File: src/sv/ckam_pkg.sv
`timescale 1ns / 1ps
// Shared types, constants and divider step function for the chroma key alpha mask.
package ckam_pkg;

  // register stages from input to output
  localparam int unsigned PipeDepth = 10;

  localparam int unsigned HueSector = 3840;
  localparam int unsigned HueFull   = 23040;

  localparam logic [7:0] AlphaOpaque = 8'd255;
  localparam logic [7:0] AlphaClear  = 8'd0;

  localparam logic [14:0] KeyHueLowRst  = 15'd5760;
  localparam logic [14:0] KeyHueHighRst = 15'd10240;
  localparam logic [12:0] KeySatLowRst  = 13'd1228;
  localparam logic [12:0] KeySatHighRst = 13'd4096;
  localparam logic [12:0] KeyValLowRst  = 13'd819;
  localparam logic [12:0] KeyValHighRst = 13'd4096;
  localparam logic [14:0] SoftHueLowRst = 15'd4480;
  localparam logic [14:0] SoftHueHighRst = 15'd11520;

  typedef enum logic [3:0] {
    RegKeyHueLow   = 4'd0,
    RegKeyHueHigh  = 4'd1,
    RegKeySatLow   = 4'd2,
    RegKeySatHigh  = 4'd3,
    RegKeyValLow   = 4'd4,
    RegKeyValHigh  = 4'd5,
    RegSoftHueLow  = 4'd6,
    RegSoftHueHigh = 4'd7
  } reg_idx_e;

  typedef struct packed {
    logic [7:0] red_in;
    logic [7:0] green_in;
    logic [7:0] blue_in;
  } pix_in_t;

  typedef struct packed {
    logic [7:0] red_out;
    logic [7:0] green_out;
    logic [7:0] blue_out;
    logic [7:0] alpha_out;
  } pix_out_t;

  typedef struct packed {
    logic [3:0]  index;
    logic [15:0] value;
  } cfg_wr_t;

  typedef struct packed {
    logic [23:0] rem;
    logic [12:0] quo;
  } dstep_t;

  // Four restoring quotient bits, hi down to hi-3 (bits below zero skipped).
  // Caller keeps rem < den << (hi+1).
  function automatic dstep_t div_step4(logic [23:0] rem, logic [12:0] quo,
                                       logic [15:0] den, logic [3:0] hi);
    dstep_t     res;
    logic [3:0] bi;
    res.rem = rem;
    res.quo = quo;
    bi      = hi;
    for (int k = 0; k < 4; k++) begin
      if (hi >= 4'(k)) begin
        bi = hi - 4'(k);
        if ((res.rem >> bi) >= {8'd0, den}) begin
          res.rem     = res.rem - ({8'd0, den} << bi);
          res.quo[bi] = 1'b1;
        end
      end
    end
    return res;
  endfunction

endpackage

File: src/sv/ckam_stream_if.sv
`timescale 1ns / 1ps
// Valid/ready channel carrying one word of a given payload type.
interface ckam_stream_if #(
  parameter type T = logic
);
  logic valid;
  logic ready;
  T     data;

  modport source (output valid, output data, input ready);
  modport sink   (input valid, input data, output ready);
endinterface

File: src/sv/chroma_key_alpha_mask_unit.sv
`timescale 1ns / 1ps
// Chroma key alpha mask: RGB to fixed-point HSV, key window and soft hue band alpha.
//
// Usage:
//   pix_in_i  : sink of red/green/blue words, taken when valid and ready are high.
//   pix_out_o : source of the same color plus alpha_out, one word per input word,
//               in order.
//   cfg_i     : register writes (index 0..7, others ignored), always ready. Write
//               only while no pixel is in flight.
// Pipeline:
//   A word taken on pix_in_i passes through ten register stages (prep, four radix-16
//   steps of the saturation and hue dividers, hue wrap, window compare, two steps of
//   the alpha divider, output), each holding one word, and shows on pix_out_o from the
//   last. One word per cycle is sustained while the receiver holds ready high.
// Reset:
//   rst_ni low empties the pipeline and loads the default key window.
// Stall:
//   When the receiver holds ready low, words collect in empty stages; pix_in_i
//   ready falls only once all ten stages are full. Nothing is dropped or repeated.
module chroma_key_alpha_mask_unit (
  input  logic          clk_i,
  input  logic          rst_ni,
  ckam_stream_if.sink   pix_in_i,
  ckam_stream_if.source pix_out_o,
  ckam_stream_if.sink   cfg_i
);

  localparam int unsigned NSt    = ckam_pkg::PipeDepth;
  localparam int unsigned StHsv  = 5;
  localparam int unsigned StCmp  = 6;
  localparam int unsigned StOut  = 9;

  typedef struct packed {
    logic [19:0] rem_s;
    logic [12:0] quo_s;
    logic [7:0]  den_s;
    logic [19:0] rem_h;
    logic [12:0] quo_h;
    logic [7:0]  den_h;
    logic [14:0] hue_off;
    logic        hue_neg;
    logic        mx_zero;
    logic        d_zero;
    logic [12:0] val;
  } div_t;

  typedef struct packed {
    logic [14:0] hue;
    logic [12:0] sat;
    logic [12:0] val;
  } hsv_t;

  typedef struct packed {
    logic [22:0] rem;
    logic [7:0]  quo;
    logic [14:0] den;
    logic        use_div;
    logic        sat;
    logic        in_key;
  } adiv_t;

  // configuration
  logic [14:0] khl_q, khh_q, shl_q, shh_q;
  logic [12:0] ksl_q, ksh_q, kvl_q, kvh_q;

  assign cfg_i.ready = 1'b1;

  always_ff @(posedge clk_i or negedge rst_ni) begin
    if (!rst_ni) begin
      khl_q <= ckam_pkg::KeyHueLowRst;
      khh_q <= ckam_pkg::KeyHueHighRst;
      ksl_q <= ckam_pkg::KeySatLowRst;
      ksh_q <= ckam_pkg::KeySatHighRst;
      kvl_q <= ckam_pkg::KeyValLowRst;
      kvh_q <= ckam_pkg::KeyValHighRst;
      shl_q <= ckam_pkg::SoftHueLowRst;
      shh_q <= ckam_pkg::SoftHueHighRst;
    end else if (cfg_i.valid) begin
      case (cfg_i.data.index)
        ckam_pkg::RegKeyHueLow:   khl_q <= cfg_i.data.value[14:0];
        ckam_pkg::RegKeyHueHigh:  khh_q <= cfg_i.data.value[14:0];
        ckam_pkg::RegKeySatLow:   ksl_q <= cfg_i.data.value[12:0];
        ckam_pkg::RegKeySatHigh:  ksh_q <= cfg_i.data.value[12:0];
        ckam_pkg::RegKeyValLow:   kvl_q <= cfg_i.data.value[12:0];
        ckam_pkg::RegKeyValHigh:  kvh_q <= cfg_i.data.value[12:0];
        ckam_pkg::RegSoftHueLow:  shl_q <= cfg_i.data.value[14:0];
        ckam_pkg::RegSoftHueHigh: shh_q <= cfg_i.data.value[14:0];
        default: ;
      endcase
    end
  end

  // pipeline control: a stage loads when it is empty or its word moves on
  logic [NSt-1:0] v_q;
  logic [NSt-1:0] en;

  always_comb begin
    en[NSt-1] = ~v_q[NSt-1] | pix_out_o.ready;
    for (int k = NSt - 2; k >= 0; k--) begin
      en[k] = ~v_q[k] | en[k+1];
    end
  end

  assign pix_in_i.ready = en[0];

  always_ff @(posedge clk_i or negedge rst_ni) begin
    if (!rst_ni) begin
      v_q <= '0;
    end else begin
      if (en[0]) v_q[0] <= pix_in_i.valid;
      for (int k = 1; k < NSt; k++) begin
        if (en[k]) v_q[k] <= v_q[k-1];
      end
    end
  end

  // stage 0: max/min, value, divider operands
  logic [7:0]  r, g, b, mx, mn, dd, pa, pb, mag;
  logic [11:0] t16;
  logic [12:0] vsum;
  div_t        dv0_d;

  always_comb begin
    r  = pix_in_i.data.red_in;
    g  = pix_in_i.data.green_in;
    b  = pix_in_i.data.blue_in;
    mx = r;
    mn = r;
    if (g > mx) mx = g;
    if (b > mx) mx = b;
    if (g < mn) mn = g;
    if (b < mn) mn = b;
    dd = mx - mn;
    // mx*4096/255 = 16*mx + floor(16*mx/255)
    t16  = {mx, 4'd0};
    vsum = {1'b0, t16} + {9'd0, t16[11:8]} + 13'd1;
    dv0_d.val = {1'b0, t16} + {8'd0, vsum[12:8]};
    if (r == mx) begin
      dv0_d.hue_off = 15'd0;
      pa = g;
      pb = b;
    end else if (g == mx) begin
      dv0_d.hue_off = 15'(2 * ckam_pkg::HueSector);
      pa = b;
      pb = r;
    end else begin
      dv0_d.hue_off = 15'(4 * ckam_pkg::HueSector);
      pa = r;
      pb = g;
    end
    dv0_d.hue_neg = pa < pb;
    mag           = dv0_d.hue_neg ? (pb - pa) : (pa - pb);
    dv0_d.rem_s   = {dd, 12'd0};
    dv0_d.quo_s   = '0;
    dv0_d.den_s   = mx;
    dv0_d.rem_h   = 20'(mag) * 20'(ckam_pkg::HueSector);
    dv0_d.quo_h   = '0;
    dv0_d.den_h   = dd;
    dv0_d.mx_zero = mx == 8'd0;
    dv0_d.d_zero  = dd == 8'd0;
  end

  // stages 1..4: quotient bits 12..9, 8..5, 4..1, then 0 for saturation and hue
  div_t             dv_q [0:StHsv-1];
  div_t             dv_d [1:StHsv-1];
  ckam_pkg::dstep_t st_s, st_h;

  always_comb begin
    st_s = '0;
    st_h = '0;
    for (int k = 1; k < StHsv; k++) begin
      st_s = ckam_pkg::div_step4({4'd0, dv_q[k-1].rem_s}, dv_q[k-1].quo_s,
                                 {8'd0, dv_q[k-1].den_s}, 4'(16 - 4 * k));
      st_h = ckam_pkg::div_step4({4'd0, dv_q[k-1].rem_h}, dv_q[k-1].quo_h,
                                 {8'd0, dv_q[k-1].den_h}, 4'(16 - 4 * k));
      dv_d[k]       = dv_q[k-1];
      dv_d[k].rem_s = st_s.rem[19:0];
      dv_d[k].quo_s = st_s.quo;
      dv_d[k].rem_h = st_h.rem[19:0];
      dv_d[k].quo_h = st_h.quo;
    end
  end

  // stage 5: hue sector offset and wrap
  hsv_t        hsv_d, hsv_q;
  logic [15:0] hs;

  always_comb begin
    if (dv_q[StHsv-1].hue_neg) begin
      hs = {1'b0, dv_q[StHsv-1].hue_off} - {3'd0, dv_q[StHsv-1].quo_h};
    end else begin
      hs = {1'b0, dv_q[StHsv-1].hue_off} + {3'd0, dv_q[StHsv-1].quo_h};
    end
    if (hs[15]) hs = hs + 16'(ckam_pkg::HueFull);
    hsv_d.hue = dv_q[StHsv-1].d_zero ? 15'd0 : hs[14:0];
    hsv_d.sat = dv_q[StHsv-1].mx_zero ? 13'd0 : dv_q[StHsv-1].quo_s;
    hsv_d.val = dv_q[StHsv-1].val;
  end

  // stage 6: window compare, band width, ramp numerator
  adiv_t       ad0_d;
  logic        in_soft;
  logic [15:0] wdt;

  always_comb begin
    ad0_d.in_key = (hsv_q.hue > khl_q) && (hsv_q.hue < khh_q) &&
                   (hsv_q.sat > ksl_q) && (hsv_q.sat < ksh_q) &&
                   (hsv_q.val > kvl_q) && (hsv_q.val < kvh_q);
    in_soft = (hsv_q.hue > shl_q) && (hsv_q.hue < shh_q);
    if (hsv_q.hue <= khl_q) begin
      wdt = {1'b0, khl_q} - {1'b0, shl_q};
    end else begin
      wdt = {1'b0, shh_q} - {1'b0, khh_q};
    end
    ad0_d.rem     = {hsv_q.hue, 8'd0} - {8'd0, hsv_q.hue};
    ad0_d.quo     = '0;
    ad0_d.den     = wdt[14:0];
    ad0_d.use_div = in_soft && !wdt[15] && (wdt != 16'd0);
    ad0_d.sat     = ad0_d.rem >= {wdt[14:0], 8'd0};
  end

  // stages 7, 8: alpha quotient, bits 7..4 then 3..0
  adiv_t            ad_q [0:2];
  adiv_t            ad_d [1:2];
  ckam_pkg::dstep_t st_a;

  always_comb begin
    st_a = '0;
    for (int k = 1; k < 3; k++) begin
      st_a = ckam_pkg::div_step4({1'b0, ad_q[k-1].rem}, {5'd0, ad_q[k-1].quo},
                                 {1'b0, ad_q[k-1].den}, 4'(11 - 4 * k));
      ad_d[k]     = ad_q[k-1];
      ad_d[k].rem = st_a.rem[22:0];
      ad_d[k].quo = st_a.quo[7:0];
    end
  end

  // stage 9: output word
  logic [7:0] alpha_d, alpha_q;

  always_comb begin
    if (ad_q[2].in_key) begin
      alpha_d = ckam_pkg::AlphaClear;
    end else if (ad_q[2].use_div && !ad_q[2].sat) begin
      alpha_d = ad_q[2].quo;
    end else begin
      alpha_d = ckam_pkg::AlphaOpaque;
    end
  end

  // payload registers
  ckam_pkg::pix_in_t pix_q [0:NSt-1];

  always_ff @(posedge clk_i) begin
    if (en[0] && pix_in_i.valid) begin
      pix_q[0] <= pix_in_i.data;
      dv_q[0]  <= dv0_d;
    end
    for (int k = 1; k < NSt; k++) begin
      if (en[k] && v_q[k-1]) pix_q[k] <= pix_q[k-1];
    end
    for (int k = 1; k < StHsv; k++) begin
      if (en[k] && v_q[k-1]) dv_q[k] <= dv_d[k];
    end
    if (en[StHsv] && v_q[StHsv-1]) hsv_q <= hsv_d;
    if (en[StCmp] && v_q[StCmp-1]) ad_q[0] <= ad0_d;
    for (int k = 1; k < 3; k++) begin
      if (en[StCmp+k] && v_q[StCmp+k-1]) ad_q[k] <= ad_d[k];
    end
    if (en[StOut] && v_q[StOut-1]) alpha_q <= alpha_d;
  end

  assign pix_out_o.valid          = v_q[StOut];
  assign pix_out_o.data.red_out   = pix_q[StOut].red_in;
  assign pix_out_o.data.green_out = pix_q[StOut].green_in;
  assign pix_out_o.data.blue_out  = pix_q[StOut].blue_in;
  assign pix_out_o.data.alpha_out = alpha_q;

endmodule

File: src/flat_wrapper.sv
// flat-port wrapper written by rule: the top's interface ports become plain ports
module chroma_key_alpha_mask_unit_flat import ckam_pkg::*;
  (clk_i, rst_ni, pix_in_i_valid, pix_in_i_data, pix_in_i_ready, pix_out_o_valid, pix_out_o_data, pix_out_o_ready, cfg_i_valid, cfg_i_data, cfg_i_ready);
  ckam_stream_if #(.T(pix_in_t)) pix_in_i_i ();
  ckam_stream_if #(.T(pix_out_t)) pix_out_o_i ();
  ckam_stream_if #(.T(cfg_wr_t)) cfg_i_i ();
  input  logic clk_i;
  input  logic rst_ni;
  input wire logic [$bits(pix_in_i_i.valid)-1:0] pix_in_i_valid;
  input wire logic [$bits(pix_in_i_i.data)-1:0] pix_in_i_data;
  output wire logic [$bits(pix_in_i_i.ready)-1:0] pix_in_i_ready;
  output wire logic [$bits(pix_out_o_i.valid)-1:0] pix_out_o_valid;
  output wire logic [$bits(pix_out_o_i.data)-1:0] pix_out_o_data;
  input wire logic [$bits(pix_out_o_i.ready)-1:0] pix_out_o_ready;
  input wire logic [$bits(cfg_i_i.valid)-1:0] cfg_i_valid;
  input wire logic [$bits(cfg_i_i.data)-1:0] cfg_i_data;
  output wire logic [$bits(cfg_i_i.ready)-1:0] cfg_i_ready;
  assign pix_in_i_i.valid = pix_in_i_valid;
  assign pix_in_i_i.data = pix_in_i_data;
  assign pix_in_i_ready = pix_in_i_i.ready;
  assign pix_out_o_valid = pix_out_o_i.valid;
  assign pix_out_o_data = pix_out_o_i.data;
  assign pix_out_o_i.ready = pix_out_o_ready;
  assign cfg_i_i.valid = cfg_i_valid;
  assign cfg_i_i.data = cfg_i_data;
  assign cfg_i_ready = cfg_i_i.ready;
  chroma_key_alpha_mask_unit u_core (.clk_i(clk_i), .rst_ni(rst_ni), .pix_in_i(pix_in_i_i), .pix_out_o(pix_out_o_i), .cfg_i(cfg_i_i));
endmodule
File: config.mk
export PLATFORM = sky130hd
export DESIGN_NAME = chroma_key_alpha_mask_unit_flat
export DESIGN_NICKNAME = d
export VERILOG_FILES = /design/src/sv/ckam_pkg.sv /design/src/sv/ckam_stream_if.sv /design/src/sv/chroma_key_alpha_mask_unit.sv /design/src/flat_wrapper.sv
export SDC_FILE = /design/constraint.sdc
export NUM_CORES = 2
export LEC_CHECK = 0
export ABC_AREA = 1
export BUFFER_PORTS_ARGS = -buffer_cell sky130_fd_sc_hd__buf_2
export CAP_MARGIN = 10
export CORE_ASPECT_RATIO = 1.25
export CORE_MARGIN = 2
export CORE_UTILIZATION = 60
export CTS_CLUSTER_SIZE = 25
export DETAILED_ROUTE_END_ITERATION = 10
export GPL_ROUTABILITY_DRIVEN = 0
export PLACE_DENSITY_LB_ADDON = 0.12
export SLEW_MARGIN = 20
export SYNTH_ARGS = -nofsm -noshare
export SYNTH_HDL_FRONTEND = slang
export SYNTH_SLANG_ARGS = --single-unit
File: constraint.sdc
create_clock -name clk_i -period 17.6 [get_ports clk_i]
set_input_delay 0.88 -clock clk_i [delete_from_list [all_inputs] [get_ports clk_i]]
set_output_delay 0.88 -clock clk_i [all_outputs]
set_load 0.01 [all_outputs]
==> out/summary.json <==
{
  "insertion_delay": {"value": 0.65, "unit": "ns"},
  "r2r-end": {"value": "u_core.ad_q[0][90]"},
  "post_drt_wl_per_cell": {"value": 16.0, "unit": "um"},
  "synthArstFlopShare": {"value": 0.145},
  "grt.overflow.total": {"value": 0},
  "yosys_register_bits": {"value": 844},
  "clock_tree.buffer_depth": {"value": 3},
  "path_common_cell": {"value": "sky130_fd_sc_hd__nand2_1"},
  "syn_nets": {"value": 7425},
  "reg2reg_setup_slack": {"value": 4.76, "unit": "ns"},
  "vias_per_cell": {"value": 5.50},
  "synth_edf_count": {"value": 722},
  "design.portCount": {"value": 84},
  "core_area": {"value": 96100, "unit": "um2"},
  "num-nets-final": {"value": 7515},
  "timing.setup.critical_path_class": {"value": "reg2reg"},
  "post_cts.repair.setup_buffers": {"value": 0},
  "drive_gt1_frac": {"value": 0.0664},
  "tritoncts.num_buffers": {"value": 82},
  "holdCritPathClass": {"value": "in2async"},
  "timing.max_slew.rel_slack": {"value": 0.301},
  "ys_dominant_reg_cell": {"value": "sky130_fd_sc_hd__edfxtp_1"},
  "drtPass1Iterations": {"value": 6},
  "setup_viol": {"value": 0},
  "finish.utilization": {"value": 0.652},
  "floorplan.die.height": {"value": 352, "unit": "um"},
  "dpl.hpwl": {"value": 102000, "unit": "um"},
  "drv.max_cap_violation_count": {"value": 0},
  "setup_repair_after_global_routing_missed_its_margin": {"value": "no"},
  "syn-mean-instance-area": {"value": 8.57, "unit": "um2"},
  "port-buffer-count": {"value": 81},
  "crit_path_start_kind": {"value": "flip-flop"},
  "clkSinkCount": {"value": 844},
  "floorplan.die.width": {"value": 283, "unit": "um"},
  "cts.hold.buffers_added": {"value": 0},
  "clk_pin_slew": {"value": 0.06, "unit": "ns"},
  "final_cell_mix": {"value": "sky130_fd_sc_hd__nand2_1 (1514), sky130_fd_sc_hd__inv_1 (973), sky130_fd_sc_hd__edfxtp_1 (722), sky130_fd_sc_hd__ha_1 (543), sky130_fd_sc_hd__o21ai_0 (511)"},
  "placement_rows": {"value": 127},
  "post-route-min-period": {"value": 12.84, "unit": "ns"},
  "finalClockSkew": {"value": 0.0303, "unit": "ns"},
  "yosysSeqAreaShare": {"value": 0.425},
  "timing_max_transition_violations_final": {"value": 0},
  "final_critical_path_share_of_the_clock_period": {"value": 0.729},
  "cp_data_required_time": {"value": 17.98, "unit": "ns"},
  "number_of_global_route_vias_before_repair": {"value": 44000},
  "reg2regPathDepth": {"value": 59},
  "area_grow_syn2layout": {"value": 7.70, "unit": "%"},
  "critical-path-max-stage-delay": {"value": 0.63, "unit": "ns"},
  "synth.distinct_cells": {"value": 73},
  "fin_tns_setup": {"value": 0, "unit": "ns"},
  "routed-via-count": {"value": 45300},
  "syn_inst": {"value": 6797},
  "dieArea": {"value": 99600, "unit": "um2"},
  "cts_tree": {"value": "done"},
  "h-tree-depth": {"value": 3},
  "drcViolationCount": {"value": 0},
  "post_synth_instance_area": {"value": 58200, "unit": "um2"},
  "antenna_left": {"value": 0},
  "outcome": {"value": "finished, final reports clean"},
  "clk_root_buffer_cell": {"value": "sky130_fd_sc_hd__clkbuf_16"},
  "path_max_fanout": {"value": 36},
  "max_slew.worst_pin.slew": {"value": 1.05, "unit": "ns"},
  "reg2reg_from": {"value": "u_core.ad_q[0][3]"},
  "start_util": {"value": 0.606},
  "grt_use_total": {"value": 0.267},
  "layout.cells.most_common": {"value": "sky130_fd_sc_hd__nand2_1"},
  "drt-total-wl": {"value": 132000, "unit": "um"},
  "final_hold_viol_count": {"value": 0},
  "post_cts_resize_count": {"value": 0},
  "pin_count_of_the_biggest_net_entering_global_routing": {"value": 75},
  "timing.critical_path.arrival": {"value": 13.22, "unit": "ns"},
  "synth-warning-count": {"value": 0},
  "filler_cells": {"value": 7992},
  "grt_pass1_wl": {"value": 215000, "unit": "um"},
  "end_kind": {"value": "flip-flop"},
  "antenna_found_initial": {"value": 3},
  "drtIter0Drc": {"value": 2564},
  "cp_slowest_cell": {"value": "sky130_fd_sc_hd__nand3_1"},
  "max_clock_freq": {"value": 0.0779, "unit": "GHz"}
}
[logic make-up after synthesis]
kind of cell	Yosys count	synth area share
buf+inv	1112	0.0743
fa+ha+maj	579	0.129
flops	844	0.425
xor+xnor	356	0.0535
compound gates	1170	0.110
other cells	1	0.0000644
simple gates	2733	0.208
mux	2	0.000344
[worst max-delay path: cells and delay by family, from the launching register on]
| kind | cells | cell delay [ns] |
|---|---|---|
| buf+inv | 7 | 1.28 |
| flops | 1 | 0.50 |
| fa+ha+maj | 5 | 1.59 |
| compound gates | 16 | 3.48 |
| simple gates | 31 | 5.68 |
[routing by layer]
layer	wire length, um	vias up	share of wire	GRT usage
met5	13	-	0.000098	0
met3	5010	298	0.038	0.0293
li1	-	23100	-	-
met4	5280	2	0.040	0.108
met2	67700	951	0.51	0.490
met1	54200	21000	0.41	0.313
[final cells by class]
type	count	area (um2)	area share
clock buffers	109	2220	0.0355
flip-flops and latches	844	24800	0.395
clock inverters	45	527	0.00840
multi-input cells	4841	29200	0.465
repair buffers	98	556	0.00886
diodes	2	5.00	0.0000798
inverters	1020	3840	0.0612
well taps	1290	1610	0.0257
[Yosys cell counts, types with 65 or more instances]
master,count,share of area
sky130_fd_sc_hd__ha_1,543,0.12
sky130_fd_sc_hd__nor3_1,65,0.0056
sky130_fd_sc_hd__xor2_1,232,0.035
sky130_fd_sc_hd__edfxtp_1,722,0.37
sky130_fd_sc_hd__inv_1,977,0.063
sky130_fd_sc_hd__nand3_1,318,0.027
sky130_fd_sc_hd__dfrtp_1,96,0.041
sky130_fd_sc_hd__a21oi_1,429,0.037
sky130_fd_sc_hd__nor2_1,480,0.031
sky130_fd_sc_hd__nand4_1,130,0.014
sky130_fd_sc_hd__xnor2_1,124,0.019
sky130_fd_sc_hd__o21ai_0,511,0.044
sky130_fd_sc_hd__nand2_1,1514,0.098
[through the flow]
| step | cell area, um2 | setup slack [ns] | hold WS [ns] | cells |
|---|---|---|---|---|
| final | 62700 | 4.76 | 0.106 | 8249 |
| after floorplan | 58200 | 8.07 | 0.400 | 6797 |
| after global routing | 62700 | 3.51 | 0.101 | 8247 |
| after global placement | 59900 | 5.09 | 0.401 | 8092 |
| after detailed placement | 59900 | 4.87 | 0.405 | 8092 |
| after CTS | 62700 | 4.79 | 0.394 | 8246 |
[flip-flops by register name, summed over array words and instances, names as in the netlist]
name,flops
u_core.dv_q,336
u_core.pix_q,240
u_core.ad_q,97
u_core.hsv_q,41
u_core.khh_q,15
u_core.khl_q,15
u_core.shh_q,15
u_core.shl_q,15
u_core.ksh_q,13
u_core.ksl_q,13
u_core.kvh_q,13
u_core.kvl_q,13
u_core.v_q,10
u_core.alpha_q,8
[worst max-delay path by stage]
stage | start | end | cells after the start | slack, ns
floorplan | pix_in_i_data[17] | u_core.dv_q[0][71] | 51 | 8.07
global placement | u_core.ad_q[0][4] | u_core.ad_q[0][97] | 58 | 5.09
detailed placement | u_core.ad_q[0][4] | u_core.ad_q[0][83] | 58 | 4.87
CTS | u_core.ad_q[0][4] | u_core.ad_q[0][90] | 58 | 4.79
global route | u_core.ad_q[0][4] | u_core.ad_q[0][90] | 59 | 3.51
finish | u_core.ad_q[0][3] | u_core.ad_q[0][90] | 59 | 4.76
Power is not shown: default switching activity piles up to over one toggle a cycle in this logic, so the estimate is an artifact.
